`config.mk`:
```
export PLATFORM = sky130hd
export DESIGN_NAME = mwm_mix
export DESIGN_NICKNAME = d
export VERILOG_FILES = /design/src/design/mwm_pkg.sv /design/src/design/mwm_mix.sv
export SDC_FILE = /design/constraint.sdc
export NUM_CORES = 1
export LEC_CHECK = 0
export ABC_CLOCK_PERIOD_IN_PS = 16500
export BUFFER_PORTS_ARGS = -buffer_cell sky130_fd_sc_hd__buf_2
export CAP_MARGIN = 15
export CORE_MARGIN = 8
export CORE_UTILIZATION = 63
export DETAILED_ROUTE_END_ITERATION = 8
export HOLD_SLACK_MARGIN = 0.05
export PLACE_DENSITY = 0.86
export SLEW_MARGIN = 20
export SYNTH_ARGS = -nofsm -noshare
export SYNTH_HDL_FRONTEND = slang
export SYNTH_SLANG_ARGS = --single-unit
```
`constraint.sdc`:
```
create_clock -name aclk -period 16.5 [get_ports aclk]
set_input_delay 3.3 -clock aclk [delete_from_list [all_inputs] [get_ports aclk]]
set_output_delay 3.3 -clock aclk [all_outputs]
set_load 0.005 [all_outputs]
```
`src/design/mwm_pkg.sv`:
```
// shared types and constants for the mecanum wheel mixer
// no dependencies; imported by every module of the block
`default_nettype none

package mwm_pkg;

    // motor limit after reset
    localparam logic [14:0] LIMIT_RESET = 15'd15000;

    // floor(n / 5) = (n * RECIP5) >> RECIP5_SHIFT, exact for n < 2**18
    localparam logic [15:0] RECIP5       = 16'd52429;
    localparam int          RECIP5_SHIFT = 18;

    // quotient bits of the desaturation divide (quotient <= motor limit < 2**15)
    localparam int QUO_BITS = 15;

    // one wheel sum, at most about 45900 in magnitude
    typedef logic signed [16:0] wheel_t;

    // result of the mixing stages
    typedef struct packed {
        wheel_t [3:0] w;
        logic [15:0]  m;
        logic         sat;
    } mix_item_t;

    // state carried through the divider stages
    typedef struct packed {
        logic [3:0][30:0] rem;
        logic [3:0][14:0] q;
        logic [3:0]       neg;
        wheel_t [3:0]     w;
        logic [15:0]      m;
        logic             sat;
    } div_item_t;

endpackage

`default_nettype wire

```
`src/design/mwm_mix.sv`:
```
// mixing stages: 4/5 rotation scale, four wheel sums, largest magnitude
// depends on mwm_pkg
`default_nettype none

module mwm_mix
    import mwm_pkg::*;
(
    input  wire logic               aclk,
    input  wire logic               aresetn,
    input  wire logic               in_valid,
    output logic                    in_ready,
    input  wire logic signed [14:0] speed_x,
    input  wire logic signed [14:0] speed_y,
    input  wire logic signed [14:0] speed_rot,
    input  wire logic [14:0]        motor_limit,
    output logic                    out_valid,
    input  wire logic               out_ready,
    output mix_item_t               out_item
);

    localparam int NS = 4;

    logic [NS-1:0] vld_reg;
    logic [NS-1:0] en;

    // stage 1 registers
    logic signed [14:0] s1_x_reg, s1_y_reg;
    logic               s1_neg_reg;
    logic [31:0]        s1_prod_reg;
    // stage 2 registers
    wheel_t [3:0]       s2_w_reg;
    // stage 3 registers
    wheel_t [3:0]       s3_w_reg;
    logic [15:0]        s3_max_a_reg, s3_max_b_reg;
    // stage 4 register
    mix_item_t          s4_item_reg;

    logic signed [15:0] rot_ext;
    logic [15:0]        rot_mag;
    logic [31:0]        s1_prod_next;

    wheel_t             x17, y17, rs_mag17, rs17;
    wheel_t [3:0]       s2_w_next;

    logic [3:0][15:0]   mag;
    logic [15:0]        s3_max_a_next, s3_max_b_next;

    logic [15:0]        m_all;
    mix_item_t          s4_item_next;

    // stall chain: a stage loads when it is empty or its successor loads
    always_comb begin
        en[NS-1] = !vld_reg[NS-1] || out_ready;
        for (int k = NS - 2; k >= 0; k--) begin
            en[k] = !vld_reg[k] || en[k+1];
        end
    end

    assign in_ready = en[0];

    // stage 1: magnitude of rotation times four, times reciprocal of five
    always_comb begin
        rot_ext      = 16'(speed_rot);
        rot_mag      = rot_ext[15] ? 16'(-rot_ext) : 16'(rot_ext);
        s1_prod_next = 32'({rot_mag, 2'b00}) * 32'(RECIP5);
    end

    // stage 2: signed rotation term and the four wheel sums
    always_comb begin
        x17      = 17'(s1_x_reg);
        y17      = 17'(s1_y_reg);
        rs_mag17 = $signed({3'b000, s1_prod_reg[31:RECIP5_SHIFT]});
        rs17     = s1_neg_reg ? -rs_mag17 : rs_mag17;
        s2_w_next[0] =  x17 - y17 + rs17;
        s2_w_next[1] = -x17 - y17 + rs17;
        s2_w_next[2] = -x17 - y17 - rs17;
        s2_w_next[3] =  x17 - y17 - rs17;
    end

    // stage 3: magnitudes and pairwise maxima
    always_comb begin
        for (int i = 0; i < 4; i++) begin
            mag[i] = s2_w_reg[i][16] ? 16'(-$signed(s2_w_reg[i])) : 16'(s2_w_reg[i]);
        end
        s3_max_a_next = (mag[1] > mag[0]) ? mag[1] : mag[0];
        s3_max_b_next = (mag[3] > mag[2]) ? mag[3] : mag[2];
    end

    // stage 4: overall maximum and saturation flag
    always_comb begin
        m_all            = (s3_max_b_reg > s3_max_a_reg) ? s3_max_b_reg : s3_max_a_reg;
        s4_item_next.w   = s3_w_reg;
        s4_item_next.m   = m_all;
        s4_item_next.sat = m_all > {1'b0, motor_limit};
    end

    // valid bits
    always_ff @(posedge aclk) begin
        if (!aresetn) begin
            vld_reg <= '0;
        end else begin
            if (en[0]) vld_reg[0] <= in_valid;
            for (int k = 1; k < NS; k++) begin
                if (en[k]) vld_reg[k] <= vld_reg[k-1];
            end
        end
    end

    // payload registers
    always_ff @(posedge aclk) begin
        if (en[0]) begin
            s1_x_reg    <= speed_x;
            s1_y_reg    <= speed_y;
            s1_neg_reg  <= speed_rot[14];
            s1_prod_reg <= s1_prod_next;
        end
        if (en[1]) begin
            s2_w_reg <= s2_w_next;
        end
        if (en[2]) begin
            s3_w_reg     <= s2_w_reg;
            s3_max_a_reg <= s3_max_a_next;
            s3_max_b_reg <= s3_max_b_next;
        end
        if (en[3]) begin
            s4_item_reg <= s4_item_next;
        end
    end

    assign out_valid = vld_reg[NS-1];
    assign out_item  = s4_item_reg;

endmodule

`default_nettype wire

```
==> results of run 1 <==
layout make-up:
class | instances | share of cell area
multi-input combinational | 1266 | 0.4722
clock inverter | 22 | 0.01579
sequential | 296 | 0.3711
clock buffer | 34 | 0.03300
timing repair buffer | 154 | 0.03274
inverter | 328 | 0.05168
tap | 448 | 0.02351
synthesized netlist by cell type, drive strengths merged, types with 3 or more instances:
master	instances
inv	328
edfxtp	292
ha	290
xnor2	117
a21oi	91
fa	84
xor2	81
nand2	79
o21ai	77
nor2	76
a21o	34
mux2i	33
nor2b	29
o31ai	25
clkbuf	24
nor3	24
nand3	20
or3	19
nand2b	18
o21bai	18
o21a	17
or4	17
nand4	15
a211oi	10
o41ai	10
a2111oi	9
buf	6
mux2	6
or2	5
a31oi	4
dfxtp	4
o211ai	4
o31a	4
a21boi	3
and2	3
and3	3
nor4	3
o22ai	3
worst paths after layout:
| path | endpoint | slack, ns | cells after the start |
|---|---|---|---|
| worst min-delay path | out_item[47] | 0.42 | 0 |
| worst max-delay path | s1_prod_reg[31] | 6.40 | 23 |
| worst min register to register | out_item[47] | 0.42 | 0 |
| worst max register to register | s2_w_reg[50] | 11.45 | 18 |
metal layers:
layer | global-route usage | vias to the layer above | wire length [um]
met4 | 0.07411 | 0 | 1542
met1 | 0.2892 | 7005 | 20220
li1 | - | 6955 | -
met5 | 0 | - | 0
met3 | 0.03502 | 96 | 2662
met2 | 0.4355 | 473 | 24660
through the flow:
stage	hold WS [ns]	instance area, um^2	setup WS [ns]	std cells	utilization
floorplan	0.4003	21450	6.642	1920	-
global placement	0.4027	22680	6.112	2492	0.6765
detailed placement	0.4045	22680	5.941	2492	0.6765
CTS	0.4188	23850	6.496	2548	0.7112
global route	0.4215	23850	6.027	2548	0.7112
finish	0.4161	23850	6.396	2548	0.7112
cell families (layout without fill, tap and decap cells):
family / count (synthesis) / in the layout / share of synthesized area
adder cells (fa/ha/maj): 374 / 374 / 0.2478
buffers and inverters: 358 / 538 / 0.06311
AND/OR/NAND/NOR: 322 / 322 / 0.07665
XOR/XNOR: 198 / 198 / 0.08091
AO/OA/AOI/OAI: 327 / 327 / 0.09983
multiplexers: 39 / 39 / 0.01856
flip-flops: 296 / 296 / 0.4128
other: 2 / 6 / 0.0003504
==> summary.md, run 1 <==
| Metric | Value |
|---|---|
| Status | `completed` |
| Cell taking the most area after synthesis | `edfxtp_1` |
| Setup_tns | `0 ns` |
| Final worst-path cycle share | `0.6123` |
| DP HPWL | `38.78 mm` |
| Register area | `8848 um^2` |
| Critical Path RT | `16.91 ns` |
| CTS tree | `done` |
| Area share of the leading cell type in the synthesized netlist | `0.4091` |
| Gpl congestion | `0.9872` |
| Synthesized area per cell | `11.19 um^2` |
| CP Capture Type | `flip-flop` |
| Post-layout nets | `2,514` |
| Hold WC Path Type | `reg2reg` |
| Post-CTS sizing | `0` |
| Worst setup SP type | `primary input` |
| Yosys cell types | `66` |
| Buf/Inv on CP | `4` |
| Tmin final | `10.10 ns` |
| # clock sinks | `296` |
| Initial Utilization | `0.6392` |
| TritonCTS Buffers | `30` |
| Crit Path Max Fanout | `5` |
| Leading cell type in the layout, fill and taps excluded | `inv_1` |
| Root Buffer | `clkbuf_16` |
| Fillers | `2,377` |
| Post-CTS Hold Fix Bufs | `0` |
| GRT Residual Overflow | `0` |
| Top cells by area, synth | `edfxtp_1, ha_1, fa_1, inv_1, xnor2_1` |
| CP delay by family, top | `adder cells` |
| DIE WIDTH | `200.4 um` |
| Total Wirelength | `49.08 mm` |
| Number of diodes | `0` |
| Max-cap violations | `0` |
| Main synth FF type | `edfxtp_1` |
| Worst Max-Slew Pin Slew | `1.139 ns` |
| Port bufs | `150` |
| Routed vias/inst | `5.702` |
| Crit path from | `speed_rot[5]` |
| Critical Path Max Stage Delay | `0.57 ns` |
| Crit path top cell by count | `fa_1` |
| Slew margin rel. | `0.2407` |
| Yosys reg bits | `296` |
| Worst EP arrival | `10.52 ns` |
| YS warnings | `0` |
| Row Count | `67` |
| Die Span Y | `200.4 um` |
| Number of flip-flops under the largest register name | `83` |
| Largest net degree at the start of global routing | `84` |
| Vias | `14.53k` |
| Core area | `33,530 um^2` |
| Worst Hold Launch | `s3_w_reg[30]` |
| Antenna violations before repair | `0` |
| Commonest non-fill, non-tap cells in the layout | `inv_1, edfxtp_1, ha_1, buf_2, xnor2_1` |
| H-tree depth | `1` |
| Crit-path cells | `buf_2 > or4_1 > or3_1 > o31ai_1 > xor2_1 > inv_1 > ha_1 > ha_1 > fa_1 > fa_1 > fa_1 > inv_1 > fa_1 > inv_1 > ha_1 > and3_1 > a31o_2 > nor4_1 > o31ai_1 > o22ai_1 > a21oi_1 > or4_1 > nand4_1` |
| Total track usage | `0.2393` |
| Synth Cell Area | `21,430 um^2` |
| Vias in the first global route | `15.13k` |
| DIE AREA | `40,180 um^2` |
| Initial DRT Pass Iterations | `5` |
| Skew-Pair Late Insertion Delay | `0.56 ns` |
| I/O pins | `151` |
| Slowest CP cell | `or4_1` |
| CP Class | `in2reg` |
| Multi-input logic area | `11,260 um^2` |
| Post-synthesis sequential area ratio | `0.4128` |
| RSZ-0062 raised after global routing | `false` |
| Post-synthesis async set-or-reset flop share | `0` |
| Syn-to-layout area delta | `11.26%` |
| Worst r2r src | `s1_x_reg[1]` |
| Share of layout cells above drive strength 1 | `0.1124` |
| DRC violations left | `0` |
| DR iter-0 viols | `1,018` |
| CTS max path bufs | `3` |
| Post-CTS Setup Repair Bufs | `0` |
| Endpoints failing hold | `0` |
| Global-route wire length before repair | `78.49 mm` |
| Setup Viol. Count Final | `0` |
| Post-synth EDFFs | `292` |
| Clk_skew | `0.02155 ns` |
| Fmax | `0.09897 GHz` |
| Post-Syn Instances | `1,916` |
| Routed len/inst | `19.26 um` |
| Slew Limit Fails | `0` |
| Clk slew on worst S/H paths | `0.06 ns` |
| Antenna Nets Post-Route | `0` |
Power of run 1 is not shown: default switching activity piles up to over one toggle a cycle in this logic, so the estimate is an artifact.
==> inputs of run 2 (changes only) <==
--- a/config.mk
+++ b/config.mk
@@ -5,14 +5,14 @@
 export SDC_FILE = /design/constraint.sdc
 export NUM_CORES = 1
 export LEC_CHECK = 0
-export ABC_CLOCK_PERIOD_IN_PS = 16500
+export ABC_CLOCK_PERIOD_IN_PS = 8550
 export BUFFER_PORTS_ARGS = -buffer_cell sky130_fd_sc_hd__buf_2
 export CAP_MARGIN = 15
 export CORE_MARGIN = 8
-export CORE_UTILIZATION = 63
+export CORE_UTILIZATION = 56
 export DETAILED_ROUTE_END_ITERATION = 8
 export HOLD_SLACK_MARGIN = 0.05
-export PLACE_DENSITY = 0.86
+export PLACE_DENSITY = 0.81
 export SLEW_MARGIN = 20
 export SYNTH_ARGS = -nofsm -noshare
 export SYNTH_HDL_FRONTEND = slang
==> constraint.sdc (replaced) <==
create_clock -name aclk -period 8.55 [get_ports aclk]
set_input_delay 1.71 -clock aclk [delete_from_list [all_inputs] [get_ports aclk]]
set_output_delay 1.71 -clock aclk [all_outputs]
set_load 0.005 [all_outputs]
==> summary.md, run 2 (synthesis gave the netlist of run 1 again) <==
| Metric | Value |
|---|---|
| DRC violations left | `0 (unchanged)` |
| Met3 WL | `2.770 mm (+4.1%)` |
| Post-CTS Hold Fix Bufs | `0 (unchanged)` |
| RSZ-0062 raised after global routing | `false` |
| Post-layout nets | `2,528 (+0.56%)` |
| CTS max path bufs | `3 (unchanged)` |
| Worst Max-Slew Pin Slew | `1.107 ns (-0.03194 ns)` |
| Hold WC Path Type | `reg2reg` |
| Setup_tns | `0 ns (unchanged)` |
| Slew margin rel. | `0.2620 (+0.02129)` |
| DP HPWL | `39.64 mm (+2.2%)` |
| Largest net degree at the start of global routing | `81 (-3.6%)` |
| Crit path from | `speed_rot[5]` |
| Syn-to-layout area delta | `10.73%` |
| Critical Path RT | `8.97 ns (-7.94 ns)` |
| CP Class | `in2reg` |
| Max-cap violations | `0 (unchanged)` |
| TritonCTS Buffers | `29 (-3.3%)` |
| Post-CTS sizing | `0 (unchanged)` |
| Gpl congestion | `0.9552 (-3.2%)` |
| Global-route wire length before repair | `75.44 mm (-3.9%)` |
| Total track usage | `0.2112 (-0.02817)` |
| DIE AREA | `44,790 um^2 (+11%)` |
| Final hold slack | `0.4085 ns (-0.007670 ns)` |
| Root Buffer | `clkbuf_16` |
| CP Capture Type | `flip-flop` |
| Vias | `14.31k (-1.5%)` |
| DIE WIDTH | `211.6 um (+5.6%)` |
| Worst EP arrival | `8.51 ns (-2.01 ns)` |
| Antenna violations before repair | `0 (unchanged)` |
| Worst Hold Launch | `s3_w_reg[57]` |
| Slew Limit Fails | `0 (unchanged)` |
| Vias in the first global route | `14.68k (-3.0%)` |
| Slowest CP cell | `or4_1` |
| Initial Utilization | `0.5690 (-0.07015)` |
| Total Wirelength | `47.71 mm (-2.8%)` |
| Status | `completed` |
| Share of layout cells above drive strength 1 | `0.1143 (+0.001891)` |
| Worst setup SP type | `primary input` |
| Final worst-path cycle share | `0.9460` |
| Final Util | `0.6301 (-0.08108)` |
| Endpoints failing hold | `0 (unchanged)` |
| Leading cell type in the layout, fill and taps excluded | `inv_1` |
| Core area | `37,670 um^2 (+12%)` |
| Skew-Pair Late Insertion Delay | `0.57 ns (about the same)` |
| Number of flip-flops under the largest register name | `83 (unchanged)` |
| Setup Viol. Count Final | `0 (unchanged)` |
| H-tree depth | `1 (unchanged)` |
| DR iter-0 viols | `713 (-30%)` |
| # clock sinks | `296 (unchanged)` |
| Row Count | `71 (+6.0%)` |
| Clk slew on worst S/H paths | `0.06 ns (about the same)` |
| Port bufs | `150 (unchanged)` |
| GRT Residual Overflow | `0 (unchanged)` |
| Routed len/inst | `18.21 um (-5.5%)` |
| Routed wl met2 | `23.41 mm (-5.1%)` |
| Clk_skew | `0.02080 ns (-0.0007553 ns)` |
| CTS tree | `done` |
| Fmax | `0.1236 GHz` |
| Routed vias/inst | `5.461 (-4.2%)` |
| Die Span Y | `211.6 um (+5.6%)` |
| I/O pins | `151 (unchanged)` |
| Post-CTS Setup Repair Bufs | `0 (unchanged)` |
| Max Used Layer | `met4` |
| Worst r2r src | `s1_x_reg[0]` |
| Critical Path Max Stage Delay | `0.58 ns (about the same)` |
| Initial DRT Pass Iterations | `5 (unchanged)` |
| Tmin final | `8.089 ns` |
| Number of diodes | `0 (unchanged)` |
| Crit Path Max Fanout | `5 (unchanged)` |
| Crit path top cell by count | `inv_1` |
| Met1 Routed Length | `19.79 mm (-2.1%)` |
| Commonest non-fill, non-tap cells in the layout | `inv_1, edfxtp_1, ha_1, buf_2, xnor2_1` |
| Antenna Nets Post-Route | `0 (unchanged)` |
[run 2: layout make-up]
type,count,area (um^2)
Multi-Input combinational cell,1266,11260
Clock buffer,36,762.0
Sequential cell,296,8848
Timing Repair Buffer,169,893.4
Fill cell,2988,13930
Inverter,328,1232
Clock inverter,14,96.34
Tap cell,511,639.4
[run 2: final timing paths]
path                endpoint  slack, ns  cells past startpoint
min reg2reg     out_item[74]       0.41                      0
min             out_item[74]       0.41                      0
max          s1_prod_reg[31]       0.46                     25
max reg2reg     s2_w_reg[67]       3.45                     18
[run 2: per-layer routing]
layer,GRT usage,vias up
li1,-,6972
met1,0.2599,6829
met2,0.3724,409
met3,0.03298,97
met4,0.07549,0
met5,0,-
[run 2: critical path, delay by kind of cell]
family / cells / cell delay [ns]
compound gates: 5 / 1.09
xor+xnor: 1 / 0.31
fa+ha+maj: 7 / 2.97
buf+inv: 6 / 0.40
simple gates: 6 / 2.00
[run 2: per-stage QoR]
stage,worst slack [ns],cell area [um^2],instances
detailed placement,-0.05468,22870,2570
finish,0.4615,23730,2620
CTS,0.5184,23730,2620
global placement,0.1436,22870,2570
global route,0.1800,23730,2620
floorplan,0.2817,21450,1920
Power of run 2 is left out for the same reason.
==> inputs of run 3 (changes only) <==
--- a/config.mk
+++ b/config.mk
@@ -6,7 +6,7 @@
 export NUM_CORES = 1
 export LEC_CHECK = 0
 export ABC_CLOCK_PERIOD_IN_PS = 8550
-export BUFFER_PORTS_ARGS = -buffer_cell sky130_fd_sc_hd__buf_2
+export BUFFER_PORTS_ARGS = -buffer_cell sky130_fd_sc_hd__buf_4
 export CAP_MARGIN = 15
 export CORE_MARGIN = 8
 export CORE_UTILIZATION = 56
==> summary.md, run 3 (synthesis gave the netlist of run 1 again) <==
| Metric | Value |
|---|---|
| Slew margin rel. | `0.2657 (+0.003723)` |
| Leading cell type in the layout, fill and taps excluded | `inv_1` |
| DP Area | `23,250 um^2 (+1.6%)` |
| Hold path endpoint | `out_item[60]` |
| Slowest CP cell | `or4_1` |
| Antenna violations before repair | `0 (unchanged)` |
| Critical Path RT | `8.99 ns (+0.02 ns)` |
| Clk slew on worst S/H paths | `0.06 ns (about the same)` |
| CP Class | `in2reg` |
| Post-CTS sizing | `0 (unchanged)` |
| Endpoints failing hold | `0 (unchanged)` |
| Tmin final | `8.001 ns (-0.08771 ns)` |
| H-tree depth | `1 (unchanged)` |
| Post-layout nets | `2,529 (+0.040%)` |
| Share of layout cells above drive strength 1 | `0.1158 (+0.001567)` |
| DR iter-0 viols | `932 (+31%)` |
| Worst r2r src | `s1_x_reg[0]` |
| Die Span Y | `211.6 um (unchanged)` |
| RSZ-0062 raised after global routing | `false` |
| Port bufs | `150 (unchanged)` |
| Worst R2R Setup Slack | `3.77 ns (+0.32 ns)` |
| CTS max path bufs | `3 (unchanged)` |
| FF-to-FF End | `s2_w_reg[67]` |
| Root Buffer | `clkbuf_16` |
| Setup Viol. Count Final | `0 (unchanged)` |
| CP Capture Type | `flip-flop` |
| DP HPWL | `39.43 mm (-0.54%)` |
| Worst Hold Launch | `s3_w_reg[43]` |
| CTS tree | `done` |
| Antenna Nets Post-Route | `0 (unchanged)` |
| Final Util | `0.6432 (+0.01309)` |
| Vias | `14.36k (+0.36%)` |
| WHS Path Cells | `0 (unchanged)` |
| I/O pins | `151 (unchanged)` |
| DRC violations left | `0 (unchanged)` |
| Fmax | `0.1250 GHz (+1.1%)` |
| DIE WIDTH | `211.6 um (unchanged)` |
| Max-cap violations | `0 (unchanged)` |
| Skew-Pair Late Insertion Delay | `0.57 ns (about the same)` |
| Post-CTS Hold Fix Bufs | `0 (unchanged)` |
| DIE AREA | `44,790 um^2 (unchanged)` |
| Status | `completed` |
| Final worst-path cycle share | `0.9358 (-0.01026)` |
| CP delay by family, top | `adder cells` |
| Worst r2r path cells | `18 (unchanged)` |
| Gpl congestion | `0.9420 (-1.4%)` |
| Fin area | `24,230 um^2 (+2.1%)` |
| Core area | `37,670 um^2 (unchanged)` |
| Initial DRT Pass Iterations | `5 (unchanged)` |
| Total Wirelength | `48.05 mm (+0.72%)` |
| TritonCTS Buffers | `30 (+3.4%)` |
| Largest net degree at the start of global routing | `84 (+3.7%)` |
| Critical Path Max Stage Delay | `0.57 ns (about the same)` |
| Hold WC Path Type | `reg2reg` |
| Worst Max-Slew Pin Slew | `1.101 ns (-0.005584 ns)` |
| Routed vias/inst | `5.468 (+0.13%)` |
| Initial Utilization | `0.5690 (unchanged)` |
| Vias in the first global route | `14.75k (+0.46%)` |
| Buf/Inv on CP | `6 (unchanged)` |
| Row Count | `71 (unchanged)` |
| Number of flip-flops under the largest register name | `83 (unchanged)` |
| Total track usage | `0.2129 (+0.001740)` |
| Clk_skew | `0.03116 ns (+0.01036 ns)` |
| Syn-to-layout area delta | `13.03%` |
| Crit Path Max Fanout | `5 (unchanged)` |
| # clock sinks | `296 (unchanged)` |
| Crit path top cell by count | `inv_1` |
| GRT Residual Overflow | `0 (unchanged)` |
| Final hold slack | `0.4186 ns (+0.01012 ns)` |
| Commonest non-fill, non-tap cells in the layout | `inv_1, edfxtp_1, ha_1, buf_4, xnor2_1` |
| Routed len/inst | `18.30 um (+0.49%)` |
| Slew Limit Fails | `0 (unchanged)` |
| Worst setup SP type | `primary input` |
| Worst EP arrival | `8.44 ns (-0.07 ns)` |
| Global-route wire length before repair | `76.21 mm (+1.0%)` |
| Number of diodes | `0 (unchanged)` |
| Post-CTS Setup Repair Bufs | `0 (unchanged)` |
## run 3: area by class of cell
type / instances / area (um^2)
fill: 2946 / 13440
multi-input combinational: 1266 / 11260
sequential: 296 / 8848
timing repair buffer: 169 / 1269
inverter: 328 / 1232
clock buffer: 38 / 800.8
tap: 511 / 639.4
clock inverter: 18 / 175.2
## run 3: worst max-delay path by stage
stage	start	to	slack [ns]	depth (start not counted)
floorplan	speed_rot[5]	s1_prod_reg[31]	0.28	22
global placement	speed_rot[5]	s1_prod_reg[31]	0.09	23
detailed placement	speed_rot[5]	s1_prod_reg[31]	-0.03	25
CTS	speed_rot[5]	s1_prod_reg[31]	0.57	25
global route	speed_rot[5]	s1_prod_reg[28]	0.24	26
finish	speed_rot[5]	s1_prod_reg[31]	0.55	25
## run 3: routing by layer
metal | track usage | vias to the layer above | routed length (um)
met5 | 0 | - | 0
met4 | 0.06039 | 0 | 1236
met3 | 0.02440 | 66 | 2695
met2 | 0.3857 | 452 | 24070
met1 | 0.2653 | 6853 | 20050
li1 | - | 6987 | -
## run 3: metrics by stage
step / cells / setup TNS, ns / setup WS (ns)
after floorplan: 1920 / 0 / 0.2817
after global placement: 2570 / 0 / 0.09343
after detailed placement: 2570 / -0.04143 / -0.03485
after CTS: 2626 / 0 / 0.5685
after global routing: 2626 / 0 / 0.2437
final: 2626 / 0 / 0.5492
Power of run 3 is left out for the same reason.
